`config.mk`:
```
export PLATFORM = sky130hd
export DESIGN_NAME = wtsp_cfg
export DESIGN_NICKNAME = d
export VERILOG_FILES = /design/src/design/world_to_screen_projection_assert.svh /design/src/design/wtsp_pkg.sv /design/src/design/wtsp_cfg.sv
export SDC_FILE = /design/constraint.sdc
export NUM_CORES = 1
export LEC_CHECK = 0
export BUFFER_PORTS_ARGS = -buffer_cell sky130_fd_sc_hd__buf_4
export CORE_AREA = 4 4 202 204
export CTS_CLUSTER_SIZE = 20
export DETAILED_ROUTE_END_ITERATION = 12
export DIE_AREA = 0 0 206 208
export PLACE_DENSITY = 0.72
export SYNTH_ARGS = -nofsm -noshare
export SYNTH_HDL_FRONTEND = slang
export SYNTH_SLANG_ARGS = --single-unit
```
`constraint.sdc`:
```
create_clock -name clk -period 1.8 [get_ports clk]
set_input_delay 0.09 -clock clk [delete_from_list [all_inputs] [get_ports clk]]
set_output_delay 0.09 -clock clk [all_outputs]
set_load 0.01 [all_outputs]
```
`src/design/world_to_screen_projection_assert.svh`:
```
// Assertion macros for the world-to-screen projection block.
// Used by the top level; expects clk and rst in scope.
`ifndef WORLD_TO_SCREEN_PROJECTION_ASSERT_SVH
`define WORLD_TO_SCREEN_PROJECTION_ASSERT_SVH

// same-cycle implication
`define WTSP_ASSERT_IMPL(lbl, ante, cons, msg) \
  lbl: assert property (@(posedge clk) disable iff (rst) (ante) |-> (cons)) else $error(msg);

// next-cycle implication
`define WTSP_ASSERT_NEXT(lbl, ante, cons, msg) \
  lbl: assert property (@(posedge clk) disable iff (rst) (ante) |=> (cons)) else $error(msg);

`endif

```
`src/design/wtsp_pkg.sv`:
```
// Shared types and constants for the world-to-screen projection block.
// No dependencies.
`default_nettype none

package wtsp_pkg;

  localparam int FRAC_BITS_DEF = 16;
  // quotient magnitude saturates at 2^QBITS
  localparam int QBITS         = 46;
  localparam int CFG_IDX_W     = 4;
  localparam int CFG_DATA_W    = 64;

  localparam logic [CFG_IDX_W-1:0] REG_ROW0_01 = 4'd0;
  localparam logic [CFG_IDX_W-1:0] REG_ROW0_23 = 4'd1;
  localparam logic [CFG_IDX_W-1:0] REG_ROW1_01 = 4'd2;
  localparam logic [CFG_IDX_W-1:0] REG_ROW1_23 = 4'd3;
  localparam logic [CFG_IDX_W-1:0] REG_ROW3_01 = 4'd4;
  localparam logic [CFG_IDX_W-1:0] REG_ROW3_23 = 4'd5;
  localparam logic [CFG_IDX_W-1:0] REG_ORIGIN  = 4'd6;
  localparam logic [CFG_IDX_W-1:0] REG_SIZE    = 4'd7;

  localparam logic [CFG_DATA_W-1:0] RST_ROW0_01 = 64'd65536;
  localparam logic [CFG_DATA_W-1:0] RST_ROW0_23 = 64'd0;
  localparam logic [CFG_DATA_W-1:0] RST_ROW1_01 = 64'd281474976710656;
  localparam logic [CFG_DATA_W-1:0] RST_ROW1_23 = 64'd0;
  localparam logic [CFG_DATA_W-1:0] RST_ROW3_01 = 64'd0;
  localparam logic [CFG_DATA_W-1:0] RST_ROW3_23 = 64'd281474976710656;
  localparam logic [31:0]           RST_ORIGIN  = 32'd0;
  localparam logic [31:0]           RST_SIZE    = 32'd31458560;

  typedef struct packed {
    logic signed [31:0] world_x;
    logic signed [31:0] world_y;
    logic signed [31:0] world_z;
  } in_beat_t;

  typedef struct packed {
    logic               visible;
    logic signed [31:0] screen_x;
    logic signed [31:0] screen_y;
  } out_beat_t;

  typedef struct packed {
    logic signed [31:0] m00, m01, m02, m03;
    logic signed [31:0] m10, m11, m12, m13;
    logic signed [31:0] m30, m31, m32, m33;
    logic signed [15:0] left;
    logic signed [15:0] top;
    logic [15:0]        width;
    logic [15:0]        height;
  } coef_t;

  // travels with each beat down the pipe
  typedef struct packed {
    logic valid;
    logic visible;
    logic neg_x;
    logic neg_y;
    logic ovf_x;
    logic ovf_y;
  } ctl_t;

endpackage

`default_nettype wire

```
`src/design/wtsp_cfg.sv`:
```
// Configuration register file: matrix rows 0, 1, 3, screen origin and size.
// Depends on wtsp_pkg.
`default_nettype none

module wtsp_cfg import wtsp_pkg::*; (
  input  logic                  clk,
  input  logic                  rst,
  input  logic                  cfg_valid,
  output logic                  cfg_ready,
  input  logic [CFG_IDX_W-1:0]  cfg_index,
  input  logic [CFG_DATA_W-1:0] cfg_data,
  output coef_t                 coef
);

  logic [CFG_DATA_W-1:0] row0_01, row0_23, row1_01, row1_23, row3_01, row3_23;
  logic [31:0]           origin, size;

  assign cfg_ready = 1'b1;

  always_ff @(posedge clk) begin
    if (rst) begin
      row0_01 <= RST_ROW0_01;
      row0_23 <= RST_ROW0_23;
      row1_01 <= RST_ROW1_01;
      row1_23 <= RST_ROW1_23;
      row3_01 <= RST_ROW3_01;
      row3_23 <= RST_ROW3_23;
      origin  <= RST_ORIGIN;
      size    <= RST_SIZE;
    end else if (cfg_valid && cfg_ready) begin
      unique case (cfg_index)
        REG_ROW0_01: row0_01 <= cfg_data;
        REG_ROW0_23: row0_23 <= cfg_data;
        REG_ROW1_01: row1_01 <= cfg_data;
        REG_ROW1_23: row1_23 <= cfg_data;
        REG_ROW3_01: row3_01 <= cfg_data;
        REG_ROW3_23: row3_23 <= cfg_data;
        REG_ORIGIN:  origin  <= cfg_data[31:0];
        REG_SIZE:    size    <= cfg_data[31:0];
        default: ;  // unmapped index, write dropped
      endcase
    end
  end

  always_comb begin
    coef.m00    = row0_01[31:0];
    coef.m01    = row0_01[63:32];
    coef.m02    = row0_23[31:0];
    coef.m03    = row0_23[63:32];
    coef.m10    = row1_01[31:0];
    coef.m11    = row1_01[63:32];
    coef.m12    = row1_23[31:0];
    coef.m13    = row1_23[63:32];
    coef.m30    = row3_01[31:0];
    coef.m31    = row3_01[63:32];
    coef.m32    = row3_23[31:0];
    coef.m33    = row3_23[63:32];
    coef.left   = origin[15:0];
    coef.top    = origin[31:16];
    coef.width  = size[15:0];
    coef.height = size[31:16];
  end

endmodule

`default_nettype wire

```
==> summary.txt <==
Finish
  • Synth-to-layout area growth: 36.62%
  • # diodes: 0
  • Core Util, Final: 0.6053
  • Most frequent cells in the layout: buf_4 (530), nand2b_1 (503), mux2i_1 (448), dfxtp_1 (448), clkbuf_16 (49)
  • Commonest non-fill, non-tap cell in the layout: buf_4
  • Filler cell count: 3303
  • Ratio of cells with drive above 1 in the final layout: 0.2980
  • Fin nets: 2143
  • Non-filler cells, final: 2629

Drt
  • Vias/cell: 4.827
  • Routed WL per cell: 19.71 µm
  • Post-DRT Antenna Nets: 0
  • DRT Wirelength: 51830 µm
  • TritonRoute pass-1 iters: 5
  • Drt drc: 0
  • Via Count: 12690
  • Initial DRC Count: 441

Place
  • PortBufs: 518
  • DP HPWL: 35340 µm
  • Placed insts: 2505
  • Final Wtd Congestion: 0.7927

Synth
  • Mapped Cells: 1561
  • Seq cells post-synth: 448
  • Synth Cell Area: 17400 µm²
  • Register area share after synthesis: 0.5154
  • Synth Warn #: 0
  • Syn avg cell area: 11.15 µm²
  • Yosys cell types: 18
  • Syn nets: 1632

Pwr
  • Total Power: 0.02112 W
  • Leak: 12.25 nW
  • Worst IR drop on VDD: 0.7518 mV
  • PwrDens: 888.4 nW/µm²

Worst setup path
  • CP Capture Type: output port
  • CP max stage cell: dfxtp_1
  • Critical path arrival: 1.10 ns
  • Slowest stage delay, CP: 0.40 ns
  • Sum of buffers and inverters on the critical path: 1
  • Critical Path Fanout Max: 2
  • Worst Path Class, Setup: reg -> out
  • CP cell instances: buf_4
  • Worst Path Required: 1.71 ns
  • CP Launch Type: flip-flop
  • Crit path max-delay family: flip-flops

STA
  • Final setup viols: 0
  • Clock skew: 0 ns
  • Worst slew pin tran: 0.5936 ns
  • RSZ-0062 raised after global routing: no
  • Max Slew Vio Count: 0
  • Slew headroom: 0.6043
  • Setup Total Neg Slack: 0 ns
  • Crit share post-route: 0.6610
  • Minimum clock period: 1.190 ns
  • Final hold vios: 0
  • Fmax: 840.5 MHz

Die
  • Core Region: 39280 µm²
  • IO Pins: 520
  • Die Y: 208 µm
  • Die Area: 42850 µm²
  • Die W: 206 µm
  • Site Rows: 73
  • Initial core utilization: 0.4430

Clock tree
  • Sink Count: 448
  • Clock Latency Late Sink: 0.56 ns
  • CTS tree: done
  • CTS Buf Count: 46
  • H-Tree Depth: 2
  • Post CTS Setup Buffer Count: 0
  • Clk buf depth: 3
  • Clk slew on worst S/H paths: 0.06 ns
  • Clk root buf: clkbuf_16

Outcome
  • Status: finished clean

Global routing
  • GR Overflow Total: 0
  • Largest net degree at the start of global routing: 119
  • First-pass GRT wire length: 78000 µm
  • GR Util All Layers: 0.2302
  • Number of global-route vias before repair: 13160
  • Initial antenna violation count: 0

Flow run
  • Reported max-cap violation count: 0

Worst hold path
  • Hold Path Class: in -> reg
-- synth_stat cells --
library cell / count / share of area
nand2b_1: 503 / 0.18
dfxtp_1: 448 / 0.52
mux2i_1: 448 / 0.26
clkbuf_1: 67 / 0.014
buf_2: 27 / 0.0078
buf_4: 23 / 0.0099
nor2_1: 18 / 0.0039
buf_1: 9 / 0.0019
nand2_2: 4 / 0.0014
and2_1: 2 / 0.00072
buf_8: 2 / 0.0017
nand2_1: 2 / 0.00043
nand3_1: 2 / 0.00058
nor2b_1: 2 / 0.00072
and3b_1: 1 / 0.00050
buf_6: 1 / 0.00065
conb_1: 1 / 0.00022
nor3b_4: 1 / 0.0011
-- path summary, 6_finish.rpt --
kind	from	to	slack, ns	depth (start not counted)
worst max-delay path	row3_01[24]	coef[184]	0.61	1
worst min-delay path	cfg_data[26]	row1_23[26]	0.02	3
worst max register to register	row3_01[28]	row3_01[28]	1.13	2
worst min register to register	row0_01[44]	row0_01[44]	0.47	2
-- power breakdown --
| group | switching [W] | internal [W] |
|---|---|---|
| registers | 0.0000749 | 0.0100 |
| logic | 0.000676 | 0.000681 |
| clock network | 0.00386 | 0.00578 |
| total | 0.00461 | 0.0165 |
-- flip-flops by register name, summed over array words and instances (netlist names) --
signal,count
size,32
origin,32
row0_01,64
row3_23,64
row1_01,64
row3_01,64
row1_23,64
row0_23,64
-- logic make-up (layout without fill, tap and decap cells) --
logic type    count (synthesis)  in the layout  share of synthesized area
other cells                   1              1                  0.0002155
flops                       448            448                     0.5154
buf+inv                     129            672                    0.03646
simple gates                535            535                     0.1902
mux                         448            448                     0.2577
-- metal layers --
metal	wire, µm	GRT usage	vias to the layer above
met5	0	0	-
met4	1884	0.08903	0
met3	3708	0.06297	97
met2	24650	0.3825	366
met1	21580	0.2842	6104
li1	-	-	6123
-- timing repair --
action	in CTS	in global routing
hold buffers	44	0
gates resized for setup	0	0
hold endpoints to repair	211	0
-- cell type report --
cell class	instances	area (µm²)	share of cell area
clock inverter	10	125.1	0.005263
clock buffer	70	1405	0.05911
tap	525	656.9	0.02763
sequential	448	8969	0.3773
timing repair buffer	592	4775	0.2008
multi-input combinational	984	7843	0.3299
-- worst min-delay path, delay by kind of cell --
| kind | cells | cell delay (ns) |
|---|---|---|
| buffers and inverters | 1 | 0.08 |
| multiplexers | 1 | 0.18 |
| AND/OR/NAND/NOR | 1 | 0.19 |
-- stage by stage --
stage          instance area [µm²]  hold slack, ns  setup WS, ns
6_report                     23770         0.02379        0.6102
3_3_place_gp                 21800          0.3499        0.3219
4_1_cts                      23770        0.008230        0.5794
2_1_floorplan                17400          0.2512        0.6340
3_5_place_dp                 21800          0.3612        0.2423
5_1_grt                      23770         0.04553        0.5712
(Power assumes the default switching activity.)
